==> src/rtl/core/ibt_pkg.sv <==
// Shared types and constants for the interval booking table.
// No dependencies; imported by every module of the block.
package ibt_pkg;

    // Table size and derived widths
    localparam int ENTRIES  = 64;
    localparam int IDX_W    = (ENTRIES > 1) ? $clog2(ENTRIES) : 1;
    localparam int TIME_W   = 32;
    localparam int STATUS_W = 2;
    localparam int IN_W     = 2 * TIME_W;
    localparam int OUT_W    = 8;

    // Result status codes
    localparam logic [STATUS_W-1:0] ST_BOOKED  = 2'd0;
    localparam logic [STATUS_W-1:0] ST_OVERLAP = 2'd1;
    localparam logic [STATUS_W-1:0] ST_FULL    = 2'd2;
    localparam logic [STATUS_W-1:0] ST_INVALID = 2'd3;

    // Classified request as held in the queue
    typedef struct packed {
        logic [TIME_W-1:0] start_time;
        logic [TIME_W-1:0] end_time;
        logic              bad;
    } req_t;

    // One stored booking
    typedef struct packed {
        logic [TIME_W-1:0] begin_time;
        logic [TIME_W-1:0] finish_time;
    } slot_t;

    // Queue head as seen by the back end
    typedef struct packed {
        logic valid;
        req_t req;
    } head_t;

endpackage

==> src/rtl/core/ibt_front.sv <==
// Front end: accepts booking requests, flags empty or reversed intervals
// and holds them in a two-entry queue. Depends on ibt_pkg.
module ibt_front (
    input  logic                    aclk,
    input  logic                    aresetn,
    input  logic                    s_tvalid,
    output logic                    s_tready,
    input  logic [ibt_pkg::IN_W-1:0] s_tdata,  // [31:0] start_time, [63:32] end_time
    output ibt_pkg::head_t          head,
    input  logic                    pop
);
    import ibt_pkg::*;

    req_t       q_reg [0:1];
    logic       wr_ptr_reg, wr_ptr_next;
    logic       rd_ptr_reg, rd_ptr_next;
    logic [1:0] count_reg, count_next;
    logic       push;
    logic       do_pop;
    req_t       in_req;

    // Classify the incoming item
    always_comb begin
        in_req.start_time = s_tdata[TIME_W-1:0];
        in_req.end_time   = s_tdata[IN_W-1:TIME_W];
        in_req.bad        = (s_tdata[TIME_W-1:0] >= s_tdata[IN_W-1:TIME_W]);
    end

    assign s_tready = (count_reg != 2'd2);
    assign push     = s_tvalid && s_tready;
    assign do_pop   = pop && (count_reg != 2'd0);

    // Advance pointers and fill count
    always_comb begin
        wr_ptr_next = wr_ptr_reg ^ push;
        rd_ptr_next = rd_ptr_reg ^ do_pop;
        count_next  = count_reg + {1'b0, push} - {1'b0, do_pop};
    end

    always_ff @(posedge aclk) begin
        if (!aresetn) begin
            wr_ptr_reg <= 1'b0;
            rd_ptr_reg <= 1'b0;
            count_reg  <= 2'd0;
        end else begin
            wr_ptr_reg <= wr_ptr_next;
            rd_ptr_reg <= rd_ptr_next;
            count_reg  <= count_next;
        end
    end

    // Store the item
    always_ff @(posedge aclk) begin
        if (push) begin
            q_reg[wr_ptr_reg] <= in_req;
        end
    end

    assign head.valid = (count_reg != 2'd0);
    assign head.req   = q_reg[rd_ptr_reg];

endmodule

==> src/rtl/core/ibt_back.sv <==
// Back end: scans the booking memory one slot a cycle, decides the outcome,
// writes the new booking and holds the result item. Depends on ibt_pkg.
module ibt_back (
    input  logic                      aclk,
    input  logic                      aresetn,
    input  ibt_pkg::head_t            head,
    output logic                      pop,
    output logic                      m_tvalid,
    input  logic                      m_tready,
    output logic [ibt_pkg::OUT_W-1:0] m_tdata  // [0] accepted, [2:1] status
);
    import ibt_pkg::*;

    localparam logic [1:0] S_IDLE  = 2'd0;
    localparam logic [1:0] S_SCAN  = 2'd1;
    localparam logic [1:0] S_DRAIN = 2'd2;
    localparam logic [1:0] S_DONE  = 2'd3;

    logic [1:0]          state_reg, state_next;
    logic [IDX_W-1:0]    scan_cnt_reg, scan_cnt_next;
    req_t                req_reg;
    logic [ENTRIES-1:0]  slot_valid_reg;
    slot_t               mem [0:ENTRIES-1];
    slot_t               rd_data_reg;
    logic                pipe_live_reg;
    logic                pipe_vld_reg;
    logic [IDX_W-1:0]    pipe_idx_reg;
    logic                overlap_reg, overlap_next;
    logic                free_found_reg, free_found_next;
    logic [IDX_W-1:0]    free_idx_reg, free_idx_next;
    logic                out_valid_reg;
    logic                out_acc_reg;
    logic [STATUS_W-1:0] out_status_reg;
    logic                out_free;
    logic                load_out;
    logic                res_acc;
    logic [STATUS_W-1:0] res_status;
    logic                wr_en;
    logic                hit;

    assign out_free = !out_valid_reg || m_tready;
    assign hit      = (req_reg.start_time < rd_data_reg.finish_time) &&
                      (rd_data_reg.begin_time < req_reg.end_time);

    // Sequencer
    always_comb begin
        state_next    = state_reg;
        scan_cnt_next = scan_cnt_reg;
        pop           = 1'b0;
        load_out      = 1'b0;
        wr_en         = 1'b0;
        res_acc       = 1'b0;
        res_status    = ST_BOOKED;
        unique case (state_reg)
            S_IDLE: begin
                if (head.valid) begin
                    if (head.req.bad) begin
                        if (out_free) begin
                            pop        = 1'b1;
                            load_out   = 1'b1;
                            res_status = ST_INVALID;
                        end
                    end else begin
                        pop           = 1'b1;
                        scan_cnt_next = '0;
                        state_next    = S_SCAN;
                    end
                end
            end
            S_SCAN: begin
                scan_cnt_next = scan_cnt_reg + 1'b1;
                if (scan_cnt_reg == IDX_W'(ENTRIES - 1)) begin
                    scan_cnt_next = '0;
                    state_next    = S_DRAIN;
                end
            end
            S_DRAIN: begin
                state_next = S_DONE;
            end
            S_DONE: begin
                if (overlap_reg) begin
                    res_status = ST_OVERLAP;
                end else if (!free_found_reg) begin
                    res_status = ST_FULL;
                end else begin
                    res_acc    = 1'b1;
                    res_status = ST_BOOKED;
                end
                if (out_free) begin
                    load_out   = 1'b1;
                    wr_en      = res_acc;
                    state_next = S_IDLE;
                end
            end
            default: begin
                state_next = S_IDLE;
            end
        endcase
    end

    // Accumulate overlap and the lowest free slot from the read pipe
    always_comb begin
        overlap_next    = overlap_reg;
        free_found_next = free_found_reg;
        free_idx_next   = free_idx_reg;
        if (pop) begin
            overlap_next    = 1'b0;
            free_found_next = 1'b0;
        end else if (pipe_live_reg) begin
            if (pipe_vld_reg) begin
                overlap_next = overlap_reg || hit;
            end else if (!free_found_reg) begin
                free_found_next = 1'b1;
                free_idx_next   = pipe_idx_reg;
            end
        end
    end

    // Control registers
    always_ff @(posedge aclk) begin
        if (!aresetn) begin
            state_reg      <= S_IDLE;
            scan_cnt_reg   <= '0;
            pipe_live_reg  <= 1'b0;
            overlap_reg    <= 1'b0;
            free_found_reg <= 1'b0;
            out_valid_reg  <= 1'b0;
            slot_valid_reg <= '0;
        end else begin
            state_reg      <= state_next;
            scan_cnt_reg   <= scan_cnt_next;
            pipe_live_reg  <= (state_reg == S_SCAN);
            overlap_reg    <= overlap_next;
            free_found_reg <= free_found_next;
            if (load_out) begin
                out_valid_reg <= 1'b1;
            end else if (m_tready) begin
                out_valid_reg <= 1'b0;
            end
            if (wr_en) begin
                slot_valid_reg[free_idx_reg] <= 1'b1;
            end
        end
    end

    // Payload registers
    always_ff @(posedge aclk) begin
        free_idx_reg <= free_idx_next;
        pipe_idx_reg <= scan_cnt_reg;
        pipe_vld_reg <= slot_valid_reg[scan_cnt_reg];
        if (pop) begin
            req_reg <= head.req;
        end
        if (load_out) begin
            out_acc_reg    <= res_acc;
            out_status_reg <= res_status;
        end
    end

    // Booking memory: one write port, one registered read port
    always_ff @(posedge aclk) begin
        if (wr_en) begin
            mem[free_idx_reg] <= '{begin_time: req_reg.start_time,
                                   finish_time: req_reg.end_time};
        end
        rd_data_reg <= mem[scan_cnt_reg];
    end

    assign m_tvalid = out_valid_reg;
    assign m_tdata  = {{(OUT_W - STATUS_W - 1){1'b0}}, out_status_reg, out_acc_reg};

    // A result that books a slot carries the booked status and nothing else
    a_acc_status: assert property (@(posedge aclk) disable iff (!aresetn)
        out_valid_reg |-> (out_acc_reg == (out_status_reg == ST_BOOKED)))
        else $error("accepted flag disagrees with status");

    // A new booking never lands on an occupied slot
    a_wr_free: assert property (@(posedge aclk) disable iff (!aresetn)
        wr_en |-> !slot_valid_reg[free_idx_reg])
        else $error("booking written over an occupied slot");

    // No free slot found means every slot is occupied
    a_full: assert property (@(posedge aclk) disable iff (!aresetn)
        (state_reg == S_DONE && !free_found_reg) |->
        ($countones(slot_valid_reg) == ENTRIES))
        else $error("table reported full with a free slot");

    // Requests leave the queue only between scans
    a_pop_idle: assert property (@(posedge aclk) disable iff (!aresetn)
        pop |-> (state_reg == S_IDLE && head.valid))
        else $error("queue popped during a scan");

endmodule

==> src/rtl/core/interval_booking_table_top.sv <==
// Interval booking table: a request [start_time, end_time) is checked against
// every stored booking and stored in the lowest free slot when nothing
// overlaps; otherwise it is refused with status overlap, full or invalid.
// A valid request passes through the back end in order: a pop step, one memory
// read per slot, a drain step for the last read and a decision and write step
// that waits while the output register is full; the single read port of the
// booking memory sets this. A request with start_time >= end_time is answered
// from idle without a scan. A two-entry queue takes new items while a scan is
// running and an output register holds the result item until it is taken.
// Reset clears all slots at once. Depends on ibt_pkg, ibt_front and ibt_back.
module interval_booking_table_top (
    input  logic                      aclk,
    input  logic                      aresetn,
    input  logic                      s_tvalid,
    output logic                      s_tready,
    input  logic [ibt_pkg::IN_W-1:0]  s_tdata,  // [31:0] start_time, [63:32] end_time
    output logic                      m_tvalid,
    input  logic                      m_tready,
    output logic [ibt_pkg::OUT_W-1:0] m_tdata   // [0] accepted, [2:1] status, rest zero
);
    import ibt_pkg::*;

    head_t head;
    logic  pop;

    // Accept and classify
    ibt_front u_front (
        .aclk     (aclk),
        .aresetn  (aresetn),
        .s_tvalid (s_tvalid),
        .s_tready (s_tready),
        .s_tdata  (s_tdata),
        .head     (head),
        .pop      (pop)
    );

    // Scan, book and report
    ibt_back u_back (
        .aclk     (aclk),
        .aresetn  (aresetn),
        .head     (head),
        .pop      (pop),
        .m_tvalid (m_tvalid),
        .m_tready (m_tready),
        .m_tdata  (m_tdata)
    );

endmodule

==> config.mk <==
export PLATFORM = sky130hd
export DESIGN_NAME = interval_booking_table_top
export DESIGN_NICKNAME = d
export VERILOG_FILES = /design/src/rtl/core/ibt_pkg.sv /design/src/rtl/core/ibt_front.sv /design/src/rtl/core/ibt_back.sv /design/src/rtl/core/interval_booking_table_top.sv
export SDC_FILE = /design/constraint.sdc
export NUM_CORES = 2
export LEC_CHECK = 0
export BUFFER_PORTS_ARGS = -buffer_cell sky130_fd_sc_hd__buf_2
export CAP_MARGIN = 20
export CORE_MARGIN = 2
export CORE_UTILIZATION = 50
export DETAILED_ROUTE_END_ITERATION = 12
export PLACE_DENSITY = 0.65
export SETUP_SLACK_MARGIN = 0.02
export SKIP_CTS_REPAIR_TIMING = 1
export SYNTH_ARGS = -nofsm -noshare
export SYNTH_HDL_FRONTEND = slang
export SYNTH_MEMORY_MAX_BITS = 65536
export SYNTH_SLANG_ARGS = --single-unit
==> constraint.sdc <==
create_clock -name aclk -period 7.2 [get_ports aclk]
set_input_delay 1.44 -clock aclk [delete_from_list [all_inputs] [get_ports aclk]]
set_output_delay 1.44 -clock aclk [all_outputs]
set_load 0.01 [all_outputs]
==> flow_summary.toml <==
[routing]
via_per_inst = 6.59
routed_wirelength_um = 499000
routedWlPerCell_um = 36.0
drc = 0
first_pass_iters = 6
drtIter0Drc = 13672
via_count = 91344
ant_nets = 0

[power_and_ir_drop]
power_frac_clock_pct = 34.5
intPower_mw = 47.4
switchingPower_mw = 17.3
swShare_pct = 26.8
powerDensity_nw_per_um2 = 335
ir_worst_vdd_mv = 0.262
pwr-share-comb_pct = 15.4
seqPwrFrac_pct = 50.1
p_leak_nw = 59.7

[timing]
relSlewSlack_pct = 15.0
skew_ps = 48.8
setup_viol = 0
finalHoldViolations = 0
period_share_pct = 59.4
fin_crit_ps = 4270
tns_ps = 0
fmax_ghz = 0.234
tightest_slew_ps = 1260
rsz0062_at_grt = "false"
slew_viol_final = 0

[critical_path]
start_kind = "flip-flop"
reg2reg_setup_slack_ps = 2930
crit_arrival_ps = 5140
reg2reg_depth = 9
end_kind = "flip-flop"
cp_max_fo = 34
timing.rr.start = "u_back.scan_cnt_reg[2]"
crit_required_ps = 8060
crit_type = "flip-flop to flip-flop"
r2r_end = "u_back.rd_data_reg[44]"
endpoint = "u_back.rd_data_reg[44]"
startpoint = "u_back.scan_cnt_reg[2]"

[synthesis]
ys_seq_area_share_pct = 77.0
syn_area_um2 = 172000
avgSynthCellArea_um2 = 20.1
ys.flop_type = "edfxtp_1"
synthCells = 8525
yosys.cell_types.count = 69
ys_seq_elements = 4451
synth_warnings = 0
synth_edf_count = 4299
async_reset_ff_share_pct = 0

[die]
die-area_um2 = 348000
dieHeight_um = 590
die_w_um = 590
io_pins = 78
coreArea_um2 = 342000
rows = 215
start_util_pct = 50.1

[global_route]
grt_start_max_net_pins = 107
gr-total-overflow = 0
grt_pass1_vias = 89083
grt_pass1_wl_um = 691000
antenna_found_initial = 38
grtUsageTotal_pct = 28.4

[cts]
cts_buffers = 441
cts_num_sinks = 4451
root_buffer = "clkbuf_16"
insertion_delay_ps = 1030
cts_tree = "built"
path_clk_slew_ps = 60
htree_levels = 5
cts.path.max_buffers = 4

[place]
dp_hpwl_um = 294000
numPortBuffers = 72
placedCellCount = 13009
gp_congestion = 0.906

[hold_path]
hp-class = "flip-flop to flip-flop"

[final_layout]
largest_reg_flops = 4096
nFillCells = 25384
postLayoutCoreUtil_pct = 56.4
drive_gt1_share_pct = 19.2
syn_to_final_growth_pct = 12.4
fin_cells = 13852
nets = 9074

[status]
outcome = "finished, final reports clean"

[flow_run]
drv_cap = 0
-- worst max-delay path, stage by stage (launching register included) --
cell and delay [ps]:
dfxtp_4 530, buf_12 280, nor2_4 840, buf_4 600, buf_4 460, a221oi_1 180
o31ai_1 300, a21oi_1 80, nor3_1 600, o31ai_1 170
-- stage by stage --
step	worst slack [ps]	total power [mW]	instance area (um2)	hold slack [ps]
after floorplan	1330	38.6	172000	326
after global placement	2000	42.5	179000	386
after detailed placement	2200	42.8	179000	389
after CTS	2970	64.8	193000	401
after global routing	2810	66.4	193000	406
final	2930	64.7	193000	400
-- how the worst min path moves through the flow --
| stage | slack [ps] | start | end | cells after the start |
|---|---|---|---|---|
| finish | 400 | u_back.pipe_idx_reg[0] | u_back.free_idx_reg[0] | 0 |
| global route | 410 | u_back.pipe_idx_reg[1] | u_back.free_idx_reg[1] | 0 |
| detailed placement | 390 | u_back.pipe_idx_reg[1] | u_back.free_idx_reg[1] | 0 |
| CTS | 400 | u_back.pipe_idx_reg[0] | u_back.free_idx_reg[0] | 0 |
| global placement | 390 | u_back.pipe_idx_reg[1] | u_back.free_idx_reg[1] | 0 |
| floorplan | 330 | u_back.scan_cnt_reg[2] | u_back.pipe_idx_reg[2] | 0 |
-- power groups by stage --
stage	Clock (mW)	Sequential [mW]	Combinational (mW)
4_1_cts	22.5	32.4	9.93
6_report	22.3	32.4	9.97
3_5_place_dp	0	32.9	9.92
3_3_place_gp	0	32.9	9.59
2_1_floorplan	0	34.1	4.50
5_1_grt	23.5	32.4	10.5
-- cells by family after synthesis --
kind of cell,synth area share (%)
compound gates,5.45
buf+inv,1.95
xor+xnor,0.0306
other cells,0.00219
fa+ha+maj,0.758
flops,77.0
simple gates,1.30
mux,13.5
-- layer usage --
metal / track usage, % / up-vias / wire (um)
met3: 6.53 / 940 / 57800
met1: 39.6 / 48202 / 190000
met2: 43.4 / 5757 / 229000
met5: 0 / - / 162
li1: - / 36423 / -
met4: 11.6 / 22 / 23100
-- synth_stat cells, types with 104 or more instances --
library cell | instances | share of area (%)
a221oi_1 | 204 | 1.0
dfxtp_1 | 152 | 1.8
clkbuf_1 | 223 | 0.49
o221ai_1 | 205 | 1.0
ha_1 | 104 | 0.76
o22ai_1 | 137 | 0.50
nor2_1 | 157 | 0.34
mux4_2 | 561 | 7.4
mux2i_1 | 964 | 5.6
edfxtp_1 | 4299 | 75
o21ai_0 | 151 | 0.44
a21oi_1 | 252 | 0.74
-- layout make-up --
| type | count | area [um2] | area share [%] |
|---|---|---|---|
| sequential | 4451 | 132000 | 68.5 |
| multi-input combinational | 3483 | 36700 | 19.0 |
| clock buffer | 605 | 12200 | 6.31 |
| tap | 4557 | 5700 | 2.96 |
| timing repair buffer | 422 | 3860 | 2.00 |
| clock inverter | 211 | 1820 | 0.943 |
| inverter | 103 | 402 | 0.208 |
| antenna | 20 | 50.0 | 0.0259 |
-- layout by cell type (no fill, tap or decap), types with 19 or more instances in the layout --
cell and count:
clkbuf_1 121, a21oi_1 251, ha_1 102, mux4_2 561, nor2_1 90, o31ai_1 35, clkinv_1 79, mux2_2 79
nand3_1 33, o21a_1 67, clkinv_2 74, a31oi_1 19, nor3_1 69, dfxtp_1 145, o22ai_1 137, clkbuf_16 449
edfxtp_1 4299, o221ai_1 205, or3_1 29, nand4_1 23, clkbuf_8 35, nor2_4 66, a311oi_1 19, nand2_1 55
a22oi_1 91, buf_4 277, buf_2 72, bufinv_16 24, inv_1 100, diode_2 20, mux2i_1 964, a221o_1 48
a221oi_1 204, a21o_1 20, buf_12 70, o21ai_0 151
Note: power is estimated with default switching activity, not from simulation.
